`src/rtl/efp_pkg.sv`:
```
// ----------------------------------------------------------------------------
// Escape-time fractal pixel: shared package
// Types, widths, command/status groups and fixed-point helper functions used
// by the controller, the datapath and the top level.
// ----------------------------------------------------------------------------
package efp_pkg;

  localparam int WIDTH        = 1024;
  localparam int HEIGHT       = 1024;
  localparam int PIX_W        = 10;
  localparam int COORD_W      = 13;
  localparam int IN_TDATA_W   = 24;
  localparam int OUT_TDATA_W  = 40;
  localparam int CFG_IDX_W    = 3;
  localparam int CFG_DATA_W   = 32;
  localparam int COUNT_W      = 16;

  localparam int VAL_W        = 40;
  localparam int FRAC         = 28;
  localparam int HALF_W       = 20;

  localparam int PAL_FRAC     = 24;
  localparam int PAL_W        = PAL_FRAC + 1;
  localparam int DIV_STEPS    = PAL_FRAC;
  localparam int DIV_CNT_W    = $clog2(DIV_STEPS);

  typedef logic signed [VAL_W-1:0] val_t;

  localparam val_t VMAX      = {1'b0, {(VAL_W-1){1'b1}}};
  localparam val_t VMIN      = {1'b1, {(VAL_W-1){1'b0}}};
  localparam val_t LIM_MB    = val_t'(4) <<< FRAC;
  localparam val_t LIM_JULIA = val_t'(32) <<< FRAC;

  localparam logic [PAL_W-1:0] ONE24 = PAL_W'(1) << PAL_FRAC;
  localparam logic [12:0] RED_K   = 13'd2295;
  localparam logic [12:0] GREEN_K = 13'd3825;
  localparam logic [12:0] BLUE_K  = 13'd4335;

  typedef enum logic [1:0] {
    KIND_MANDEL = 2'd0,
    KIND_JULIA  = 2'd1,
    KIND_SHIP   = 2'd2,
    KIND_NONE   = 2'd3
  } kind_t;

  typedef enum logic [CFG_IDX_W-1:0] {
    REG_KIND      = 3'd0,
    REG_ORIGIN_RE = 3'd1,
    REG_ORIGIN_IM = 3'd2,
    REG_STEP_RE   = 3'd3,
    REG_STEP_IM   = 3'd4,
    REG_JULIA_RE  = 3'd5,
    REG_JULIA_IM  = 3'd6,
    REG_MAX_ITER  = 3'd7
  } cfg_reg_t;

  typedef struct packed {
    kind_t              kind;
    logic signed [31:0] origin_re;
    logic signed [31:0] origin_im;
    logic signed [31:0] step_re;
    logic signed [31:0] step_im;
    logic signed [31:0] julia_re;
    logic signed [31:0] julia_im;
    logic [COUNT_W-1:0] max_iter;
  } efp_cfg_t;

  typedef struct packed {
    logic load_in;
    logic map;
    logic cadd;
    logic zinit;
    logic mul;
    logic sum;
    logic pre;
    logic upd;
    logic div_init;
    logic div_step;
    logic pal1;
    logic pal2;
    logic pal3;
    logic load_out;
  } efp_cmd_t;

  typedef struct packed {
    logic run_none;
    logic esc;
    logic zfix;
    logic cnt_last;
    logic out_free;
  } efp_sts_t;

  function automatic val_t sat_wide(input logic signed [VAL_W+2:0] v);
    logic signed [VAL_W+2:0] hi;
    logic signed [VAL_W+2:0] lo;
    hi = (VAL_W+3)'(VMAX);
    lo = (VAL_W+3)'(VMIN);
    if (v > hi) return VMAX;
    if (v < lo) return VMIN;
    return val_t'(v[VAL_W-1:0]);
  endfunction

  function automatic val_t sat_add(input val_t a, input val_t b);
    logic signed [VAL_W+2:0] s;
    s = (VAL_W+3)'(a) + (VAL_W+3)'(b);
    return sat_wide(s);
  endfunction

  function automatic val_t sat_sub(input val_t a, input val_t b);
    logic signed [VAL_W+2:0] s;
    s = (VAL_W+3)'(a) - (VAL_W+3)'(b);
    return sat_wide(s);
  endfunction

  function automatic val_t sat_neg(input val_t a);
    logic signed [VAL_W+2:0] s;
    s = -(VAL_W+3)'(a);
    return sat_wide(s);
  endfunction

  function automatic logic [VAL_W-1:0] mag(input val_t a);
    return a[VAL_W-1] ? (~a + VAL_W'(1)) : a;
  endfunction

  // Combine the four partial products of two magnitudes, drop the fraction
  // bits toward zero, apply the sign and saturate.
  function automatic val_t fmul_fin(input logic [2*HALF_W-1:0] hh,
                                    input logic [2*HALF_W-1:0] hl,
                                    input logic [2*HALF_W-1:0] lh,
                                    input logic [2*HALF_W-1:0] ll,
                                    input logic neg);
    logic [2*HALF_W:0]   mid;
    logic [4*HALF_W-1:0] full;
    logic [4*HALF_W-FRAC-1:0] r;
    logic [4*HALF_W-FRAC-1:0] lim;
    mid  = {1'b0, hl} + {1'b0, lh};
    full = {hh, (2*HALF_W)'(0)} + ((4*HALF_W)'(mid) << HALF_W) + (4*HALF_W)'(ll);
    r    = full[4*HALF_W-1:FRAC];
    lim  = (4*HALF_W-FRAC)'(1) << (VAL_W - 1);
    if (neg) begin
      if (r > lim) return VMIN;
      return val_t'(~r[VAL_W-1:0] + VAL_W'(1));
    end
    if (r >= lim) return VMAX;
    return val_t'(r[VAL_W-1:0]);
  endfunction

  function automatic logic [PAL_W-1:0] qm(input logic [PAL_W-1:0] a,
                                          input logic [PAL_W-1:0] b);
    logic [2*PAL_W-1:0] p;
    p = (2*PAL_W)'(a) * (2*PAL_W)'(b);
    return p[2*PAL_FRAC:PAL_FRAC];
  endfunction

  function automatic logic [7:0] clamp8(input logic [13:0] v);
    return (v > 14'd255) ? 8'hFF : v[7:0];
  endfunction

endpackage

```
`src/rtl/efp_ctrl.sv`:
```
// ----------------------------------------------------------------------------
// Escape-time fractal pixel: controller
// Sequences mapping, the four-step iteration loop, the serial divider and the
// palette stages, and hands the result to the output register.
// ----------------------------------------------------------------------------
module efp_ctrl (
  input  logic              clk,
  input  logic              rst,
  input  logic              in_valid,
  output logic              in_ready,
  input  efp_pkg::efp_sts_t sts,
  output efp_pkg::efp_cmd_t cmd
);

  typedef enum logic [13:0] {
    ST_IDLE = 14'h0001,
    ST_MAP  = 14'h0002,
    ST_CADD = 14'h0004,
    ST_INIT = 14'h0008,
    ST_MUL  = 14'h0010,
    ST_SUM  = 14'h0020,
    ST_PRE  = 14'h0040,
    ST_UPD  = 14'h0080,
    ST_DIVI = 14'h0100,
    ST_DIVS = 14'h0200,
    ST_PAL1 = 14'h0400,
    ST_PAL2 = 14'h0800,
    ST_PAL3 = 14'h1000,
    ST_OUT  = 14'h2000
  } state_t;

  state_t state;
  state_t state_next;
  logic [efp_pkg::DIV_CNT_W-1:0] div_cnt;

  assign in_ready = (state == ST_IDLE);

  always_comb begin
    state_next = state;
    cmd        = '0;
    case (state)
      ST_IDLE: begin
        if (in_valid) begin
          cmd.load_in = 1'b1;
          state_next  = ST_MAP;
        end
      end
      ST_MAP: begin
        cmd.map    = 1'b1;
        state_next = ST_CADD;
      end
      ST_CADD: begin
        cmd.cadd   = 1'b1;
        state_next = ST_INIT;
      end
      ST_INIT: begin
        cmd.zinit  = 1'b1;
        state_next = sts.run_none ? ST_DIVI : ST_MUL;
      end
      ST_MUL: begin
        cmd.mul    = 1'b1;
        state_next = ST_SUM;
      end
      ST_SUM: begin
        cmd.sum    = 1'b1;
        state_next = ST_PRE;
      end
      ST_PRE: begin
        cmd.pre    = 1'b1;
        state_next = ST_UPD;
      end
      ST_UPD: begin
        cmd.upd = 1'b1;
        if (sts.esc || sts.zfix || sts.cnt_last) begin
          state_next = ST_DIVI;
        end else begin
          state_next = ST_MUL;
        end
      end
      ST_DIVI: begin
        cmd.div_init = 1'b1;
        state_next   = ST_DIVS;
      end
      ST_DIVS: begin
        cmd.div_step = 1'b1;
        if (div_cnt == efp_pkg::DIV_CNT_W'(efp_pkg::DIV_STEPS - 1)) begin
          state_next = ST_PAL1;
        end
      end
      ST_PAL1: begin
        cmd.pal1   = 1'b1;
        state_next = ST_PAL2;
      end
      ST_PAL2: begin
        cmd.pal2   = 1'b1;
        state_next = ST_PAL3;
      end
      ST_PAL3: begin
        cmd.pal3   = 1'b1;
        state_next = ST_OUT;
      end
      ST_OUT: begin
        if (sts.out_free) begin
          cmd.load_out = 1'b1;
          state_next   = ST_IDLE;
        end
      end
      default: begin
        state_next = ST_IDLE;
      end
    endcase
  end

  always_ff @(posedge clk) begin
    if (rst) begin
      state   <= ST_IDLE;
      div_cnt <= '0;
    end else begin
      state <= state_next;
      if (state == ST_DIVI) begin
        div_cnt <= '0;
      end else if (state == ST_DIVS) begin
        div_cnt <= div_cnt + 1'b1;
      end
    end
  end

endmodule

```
`config.mk`:
```
export PLATFORM = sky130hd
export DESIGN_NAME = efp_ctrl
export DESIGN_NICKNAME = d
export VERILOG_FILES = /design/src/rtl/efp_pkg.sv /design/src/rtl/efp_ctrl.sv
export SDC_FILE = /design/constraint.sdc
export NUM_CORES = 1
export LEC_CHECK = 0
export ABC_CLOCK_PERIOD_IN_PS = 4680
export BUFFER_PORTS_ARGS = -buffer_cell sky130_fd_sc_hd__buf_2
export CAP_MARGIN = 20
export CORE_UTILIZATION = 35
export CTS_BUF_LIST = sky130_fd_sc_hd__clkbuf_8
export DETAILED_ROUTE_END_ITERATION = 6
export SLEW_MARGIN = 15
export SYNTH_ARGS = -nofsm -noshare
export SYNTH_HDL_FRONTEND = slang
export SYNTH_SLANG_ARGS = --single-unit
```
`constraint.sdc`:
```
create_clock -name clk -period 4.68 [get_ports clk]
set_clock_uncertainty 0.15 [all_clocks]
set_input_delay 0.468 -clock clk [delete_from_list [all_inputs] [get_ports clk]]
set_output_delay 0.468 -clock clk [all_outputs]
set_load 0.02 [all_outputs]
```
==> impl_metrics.json, run 1 <==
{
  "status": "completed",
  "root_buffer": "clkbuf_8",
  "num_rows": 20,
  "critPathBufInv": 2,
  "viasPerCell": 5.44,
  "synth_edf_count": 0,
  "die_h_um": 58.5,
  "end_kind": "output pin",
  "dr.pass1.iters": 4,
  "finalSetupViolCount": 0,
  "fin_nets": 159,
  "hp-class": "in -> reg",
  "p_leak_nw": 0.540,
  "path_delay_family": "simple AND/OR/NAND/NOR gates",
  "start_util_pct": 36.6,
  "synth_compound_area_share_pct": 9.07,
  "start_kind": "flop",
  "hold_viol_final": 0,
  "vdd_drop_max_mv": 0.120,
  "critical_path_class": "reg -> out",
  "max_slew_margin_pct": 57.4,
  "wirelength_um": 2580,
  "die_w_um": 58.5,
  "path_cells": "nor4_1 -> nand2_1 -> or4b_1 -> inv_1 -> buf_2",
  "hpwl_um": 2020,
  "critical_path.slowest_cell": "or4b_1",
  "worst-path-max-fanout": 7,
  "cpPeakStageDelay_ps": 600,
  "ys_seq_area_share_pct": 34.0,
  "layout-drive-gt1-share_pct": 25.5,
  "grt_max_degree": 12,
  "netlist_area_mm2": 0.00112,
  "ys_types": 39,
  "yosysWarnings": 0,
  "die_area_mm2": 0.00342,
  "antenna_found_initial": 0,
  "postCtsSetupBuffers": 0,
  "synthCells": 127,
  "fin_area_mm2": 0.00131,
  "crit_path_start": "state[7]",
  "numCtsBuffers": 3,
  "clockBufferDepth": 2,
  "clk_latency_ps": 260,
  "placedCellCount": 189,
  "rsz0062_at_grt": "no",
  "min_from": "sts[4]",
  "synthFlopType": "dfxtp_1",
  "r2r_start": "state[6]",
  "grt_pass1_wl_um": 4460,
  "finalPower_mw": 0.319,
  "fin_crit_sh_pct": 60.2,
  "fin_crit_ps": 2820,
  "gr-total-overflow": 0,
  "post-route-util_pct": 42.8,
  "globalplace.congestion": 0.882,
  "grtUsageTotal_pct": 17.3,
  "holdWs_ps": 310,
  "maxCapViolCount": 0,
  "wl_per_cell_um": 13.4,
  "synth_mux_area_share_pct": 0,
  "antenna_left": 0,
  "antenna-diode-count": 0,
  "power_density_mw_per_mm2": 244,
  "synth_fp_nets": 136,
  "synth-async-reset-ratio_pct": 0,
  "synth-xor-area-share_pct": 5.49,
  "synth_simple_gate_area_share_pct": 46.5,
  "fmax_mhz": 355,
  "grt_pass1_vias": 948,
  "ctsResizeCount": 0,
  "synth_adder_area_share_pct": 1.12,
  "num_vias": 1049,
  "drc": 0,
  "cts_tree": "yes",
  "ios": 23,
  "arrival_ps": 2200,
  "synth-seq-cells": 19,
  "syn2layout_area_growth_pct": 17.0,
  "slew_viol_final": 0,
  "place_ws_ps": 2200,
  "design.core.area_mm2": 0.00305,
  "cts.sinks": 19,
  "required_ps": 4060,
  "synth_top_family_by_area": "simple AND/OR/NAND/NOR gates",
  "tightestPinTransition_ps": 633,
  "drtIter0Drc": 48,
  "placed_area_mm2": 0.00126,
  "layoutNonFillerInstCount": 193,
  "cts_hold_buf": 0,
  "syn_area_per_cell_um2": 8.80,
  "setup_slack_ps": 1860,
  "htree_num_levels": 1,
  "clk_pin_slew_worst_paths_ps": 70,
  "tns_ps": 0,
  "port_buffers": 22
}
-- cell families after synthesis --
kind of cell | after synthesis
compound gates | 15
xor+xnor | 7
fa+ha+maj | 1
simple gates | 75
flops | 19
buf+inv | 10
-- worst register-to-register path, stage by stage (launching register included) --
cell and delay (ps):
dfxtp_1 350, or4_4 590, nor4_4 320, and2b_1 380, or3_1 270, nor2_1 80
-- layout by cell type (no fill, tap or decap), drive strengths merged, types with 4 or more instances in the layout --
cell and instances:
buf 22, dfxtp 19, nor2 15, nand2 10, nor4b 9, inv 7, nor4 7, nor3 6
xor2 5, o21ai 5, and4b 4, nand4 4, a21oi 4
-- flip-flops by register name (all words and copies together), names as in the netlist --
signal	count
state	14
div_cnt	5
-- routing by layer --
metal  GRT usage, %  routed length [um]  vias to the layer above
met2           26.4                1180                       40
met5              0                   0                        -
met3           3.52                 143                        9
met4           7.48                  75                        0
met1           23.7                1180                      482
li1               -                   -                      518
-- power breakdown --
part	internal (mW)	switching (mW)	total, mW
clock network	0.0584	0.0541	0.113
registers	0.164	0.00322	0.167
logic	0.0162	0.0238	0.0400
-- cell type report --
class                      count  area (um^2)
fill                         319         1750
multi-input combinational     98          694
sequential                    19          380
timing repair buffer          22          110
tap                           44         55.1
clock buffer                   3         41.3
inverter                       6         22.5
clock inverter                 1         3.75
-- final timing paths --
path | endpoint | slack, ps | cells past startpoint
min reg2reg | div_cnt[1] | 350 | 2
max | cmd[5] | 1860 | 5
min | state[8] | 310 | 3
max reg2reg | state[4] | 2420 | 5
-- synth_stat cells, types with 2 or more instances --
library cell / instances / area [um^2]
dfxtp_1: 19 / 380
xor2_1: 5 / 43.8
or4_4: 3 / 33.8
nor4_1: 5 / 31.3
o21ai_0: 5 / 25.0
nor3_1: 5 / 25.0
or4b_1: 3 / 30.0
nor4b_1: 7 / 61.3
xnor2_1: 2 / 17.5
nor3b_1: 2 / 15.0
nand2_1: 10 / 37.5
inv_1: 5 / 18.8
and2b_1: 2 / 15.0
nor2_1: 15 / 56.3
clkbuf_1: 2 / 7.51
a21oi_1: 4 / 20.0
nand2b_1: 2 / 12.5
nand4b_1: 2 / 17.5
and4b_1: 4 / 40.0
or2_2: 2 / 12.5
nand4_1: 4 / 25.0
nor4b_2: 2 / 30.0
(Power assumes the default switching activity.)
==> run 2: changes to the inputs <==
ABC_CLOCK_PERIOD_IN_PS = 2900   (was 4680)
clock period = 2.9 ns   (was 4.68 ns; I/O delays follow)
==> run 2 against run 1 <==
Net effect: non-clock buffer count unchanged; via count rose by 2.0%; design area increased by 0.29%; wire length down 0.12%; register-to-register slack got worse by 1800 ps; worst hold slack worse by 180 ps; largest cell class unchanged; critical path type unchanged; sequential share of layout area fell by 0.083 points; sequential cell count unchanged.
==> impl_metrics.json, run 2 (same netlist as run 1, synthesis figures left out) <==
{
  "ctsResizeCount": 0,
  "layout-drive-gt1-share_pct": 26.2,
  "wirelength_um": 2580,
  "clockBufferDepth": 2,
  "cts_tree": "yes",
  "grt_pass1_wl_um": 4500,
  "regMostFlops": "state",
  "viasPerCell": 5.54,
  "required_ps": 2460,
  "start_kind": "flop",
  "swShare_pct": 26.5,
  "crit_path_start": "state[7]",
  "hp-class": "in -> reg",
  "worst-path-max-fanout": 7,
  "layout_common_cells": "22 x buf_2, 19 x dfxtp_1, 15 x nor2_1",
  "fmax_mhz": 374,
  "antenna_found_initial": 0,
  "layout.filler_cells": 314,
  "start_util_pct": 36.6,
  "tightestPinTransition_ps": 644,
  "gr-total-overflow": 0,
  "fin_crit_sh_pct": 92.3,
  "htree_num_levels": 1,
  "p_comb_share_pct": 12.3,
  "finalPower_mw": 0.526,
  "fin_nets": 159,
  "power_density_mw_per_mm2": 401,
  "post-route-util_pct": 43.0,
  "die_h_um": 58.5,
  "num_vias": 1070,
  "largest_register_ffs": 14,
  "max_slew_margin_pct": 56.6,
  "clk_pin_slew_worst_paths_ps": 80,
  "die_w_um": 58.5,
  "hold_viol_final": 0,
  "setup_slack_ps": 224,
  "pwr-share-clk_pct": 36.6,
  "slew_viol_final": 0,
  "place_ws_ps": 561,
  "r2r_start": "state[7]",
  "end_kind": "output pin",
  "p_int_mw": 0.387,
  "finalSetupViolCount": 0,
  "cts_hold_buf": 0,
  "tns_ps": 0,
  "dr.pass1.iters": 5,
  "maxCapViolCount": 0,
  "ios": 23,
  "rsz0062_at_grt": "no",
  "min_from": "sts[4]",
  "grtUsageTotal_pct": 17.2,
  "port_buffers": 22,
  "design.core.area_mm2": 0.00305,
  "root_buffer": "clkbuf_8",
  "hpwl_um": 1930,
  "holdWs_ps": 131,
  "syn2layout_area_growth_pct": 17.4,
  "p_leak_nw": 0.534,
  "num_rows": 20,
  "vdd_drop_max_mv": 0.268,
  "switching_power_mw": 0.139,
  "wl_per_cell_um": 13.4,
  "postCtsSetupBuffers": 0,
  "final_common_cell": "buf_2",
  "status": "completed",
  "drc": 0,
  "die_area_mm2": 0.00342,
  "grt_pass1_vias": 985,
  "power_frac_seq_pct": 51.1,
  "fin_crit_ps": 2680,
  "antenna_left": 0,
  "cts.sinks": 19,
  "arrival_ps": 2240,
  "globalplace.congestion": 0.881,
  "critical_path_class": "reg -> out",
  "largest_registers": "state x14, div_cnt x5",
  "numCtsBuffers": 3,
  "antenna-diode-count": 0,
  "grt_max_degree": 13,
  "clk_latency_ps": 260,
  "drtIter0Drc": 31
}
==> run 2: cell count changes in the layout (fill, tap and decap cells not counted), sizes merged <==
| cell | delta |
|---|---|
| clkinvlp | +1 |
| inv | -1 |
==> run 2: metrics by stage <==
| stage | area (um^2) | std cells |
|---|---|---|
| finish | 1310 | 193 |
| global route | 1310 | 193 |
| CTS | 1310 | 193 |
| detailed placement | 1260 | 189 |
| global placement | 1260 | 189 |
| floorplan | 1120 | 127 |
==> run 2: worst paths after layout <==
| kind | slack, ps | to | cells past startpoint |
|---|---|---|---|
| worst max-delay path | 220 | cmd[5] | 5 |
| worst min-delay path | 130 | state[8] | 3 |
| worst max register to register | 610 | div_cnt[2] | 5 |
| worst min register to register | 340 | div_cnt[1] | 2 |
==> run 2: cell type report <==
cell class	count	area, um^2	area share [%]
clock inverter	1	7.51	0.573
inverter	6	22.5	1.72
multi-input combinational	98	694	53.0
timing repair buffer	22	110	8.40
tap	44	55.1	4.20
sequential	19	380	29.0
clock buffer	3	41.3	3.15
==> run 2: power by group through the flow <==
stage / logic, mW / registers [mW] / clock network [mW]
finish: 0.0649 / 0.269 / 0.192
global route: 0.0703 / 0.270 / 0.214
CTS: 0.0650 / 0.269 / 0.197
detailed placement: 0.0643 / 0.275 / 0
global placement: 0.0631 / 0.275 / 0
floorplan: 0.0485 / 0.273 / 0
==> run 2: critical path, stage by stage, from the launching register on <==
cell and delay (ps):
dfxtp_1 370, nor4_1 600, nand2_1 150, or4b_1 610, inv_1 80, buf_2 150
==> run 2: layer usage <==
metal | up-vias | global-route usage, % | share of wire [%]
met5 | - | 0 | 0
met4 | 0 | 5.78 | 1.9
met3 | 9 | 4.18 | 4.5
met2 | 37 | 27.8 | 45
met1 | 504 | 22.4 | 49
li1 | 520 | - | -
==> run 3: changes to the inputs <==
ABC_CLOCK_PERIOD_IN_PS = default   (was 2900)
RECOVER_POWER = 50   (was default)
==> run 3 against run 2 <==
Net effect: sequential power hardly changed; sequential share of layout area grew 1.0 points; utilization is 1.4 points lower; critical path depth is the same.
==> impl_metrics.json, run 3 (same netlist as run 1, synthesis figures left out) <==
{
  "status": "completed",
  "r2r_start": "state[6]",
  "layout_common_cells": "20 x buf_2, 19 x dfxtp_1, 15 x nor2_1",
  "die_w_um": 58.5,
  "dr.pass1.iters": 4,
  "grtUsageTotal_pct": 17.2,
  "regMostFlops": "state",
  "antenna_left": 0,
  "rsz0062_at_grt": "no",
  "holdWs_ps": 130,
  "worstRegToRegCells": 5,
  "drtIter0Drc": 31,
  "cp-endpoint": "state[0]",
  "root_buffer": "clkbuf_8",
  "die_h_um": 58.5,
  "clk_latency_ps": 260,
  "maxCapViolCount": 0,
  "grt_max_degree": 13,
  "numCtsBuffers": 3,
  "antenna_found_initial": 0,
  "power_density_mw_per_mm2": 411,
  "fin_crit_ps": 2660,
  "wl_per_cell_um": 13.3,
  "cts_hold_buf": 0,
  "reg2reg_slack_ps": 240,
  "drc": 0,
  "worst-path-max-fanout": 9,
  "pwr-share-clk_pct": 37.0,
  "arrival_ps": 2660,
  "grt_pass1_vias": 985,
  "finalSetupViolCount": 0,
  "syn2layout_area_growth_pct": 13.4,
  "viasPerCell": 5.36,
  "num_vias": 1035,
  "num_rows": 20,
  "die_area_mm2": 0.00342,
  "postCtsSetupBuffers": 0,
  "hp-class": "in -> reg",
  "grt_pass1_wl_um": 4500,
  "design.core.area_mm2": 0.00305,
  "end_kind": "flop",
  "p_leak_nw": 0.519,
  "tns_ps": 0,
  "final_common_cell": "buf_2",
  "p_int_mw": 0.384,
  "hold_viol_final": 0,
  "hpwl_um": 1930,
  "post-route-util_pct": 41.5,
  "required_ps": 2900,
  "largest_register_ffs": 14,
  "p_comb_share_pct": 11.4,
  "critical_path.slowest_cell": "a21boi_1",
  "gr-total-overflow": 0,
  "antenna-diode-count": 0,
  "timing.rr.end": "state[0]",
  "clockBufferDepth": 2,
  "min_from": "sts[4]",
  "hold_path_depth": 3,
  "max_slew_margin_pct": 45.9,
  "wirelength_um": 2570,
  "tightestPinTransition_ps": 809,
  "port_buffers": 22,
  "ios": 23,
  "fin_nets": 159,
  "critical_path_class": "reg -> reg",
  "clk_pin_slew_worst_paths_ps": 80,
  "path_cells": "or4_1 -> nor3_1 -> a21boi_1 -> nor4_1 -> a211o_1",
  "fin_crit_sh_pct": 91.6,
  "htree_num_levels": 1,
  "largest_registers": "state x14, div_cnt x5",
  "slew_viol_final": 0,
  "layout-drive-gt1-share_pct": 21.5,
  "start_kind": "flop",
  "switching_power_mw": 0.138,
  "power_frac_seq_pct": 51.5,
  "start_util_pct": 36.6,
  "cts.sinks": 19,
  "fmax_mhz": 377,
  "swShare_pct": 26.5,
  "vdd_drop_max_mv": 0.288,
  "globalplace.congestion": 0.881,
  "cts_tree": "yes",
  "crit_path_start": "state[6]",
  "cpPeakStageDelay_ps": 710,
  "ctsResizeCount": 0
}
[run 3: power by group through the flow]
stage | logic, mW | registers, mW | clock network, mW
after floorplan | 0.0485 | 0.273 | 0
after global placement | 0.0631 | 0.275 | 0
after detailed placement | 0.0643 | 0.275 | 0
after CTS | 0.0650 | 0.269 | 0.197
after global routing | 0.0650 | 0.270 | 0.214
final | 0.0597 | 0.269 | 0.193
[run 3: cell type report]
cell class	count	area, um^2
fillers	320	1790
well taps	44	55.1
flip-flops and latches	19	380
repair buffers	22	108
clock inverters	1	7.51
inverters	6	22.5
multi-input cells	98	653
clock buffers	3	41.3
[run 3: worst max-delay path: cells and delay by family, from the launching register on]
kind | cells | cell delay (ps)
AO/OA/AOI/OAI | 2 | 1030
AND/OR/NAND/NOR | 3 | 1010
flip-flops | 1 | 350
[run 3: worst min path at each step]
stage | to | slack [ps]
floorplan | state[8] | 280
global placement | div_cnt[1] | 320
detailed placement | div_cnt[1] | 330
CTS | state[8] | 130
global route | state[8] | 170
finish | state[8] | 130
[run 3: metrics by stage]
stage	setup WS [ps]	instances	power [mW]	cell area, um^2
detailed placement	561	189	0.339	1260
global placement	648	189	0.338	1260
CTS	257	193	0.530	1310
global route	111	193	0.549	1270
finish	245	193	0.521	1270
floorplan	612	127	0.322	1120
[run 3: per-layer routing]
metal  global-route usage (%)  vias up  part of all wire, %
met5                        0        -                    0
li1                         -      515                    -
met3                     4.18        7                  4.4
met1                     22.4      480                   50
met4                     5.78        0                  1.7
met2                     27.8       33                   44
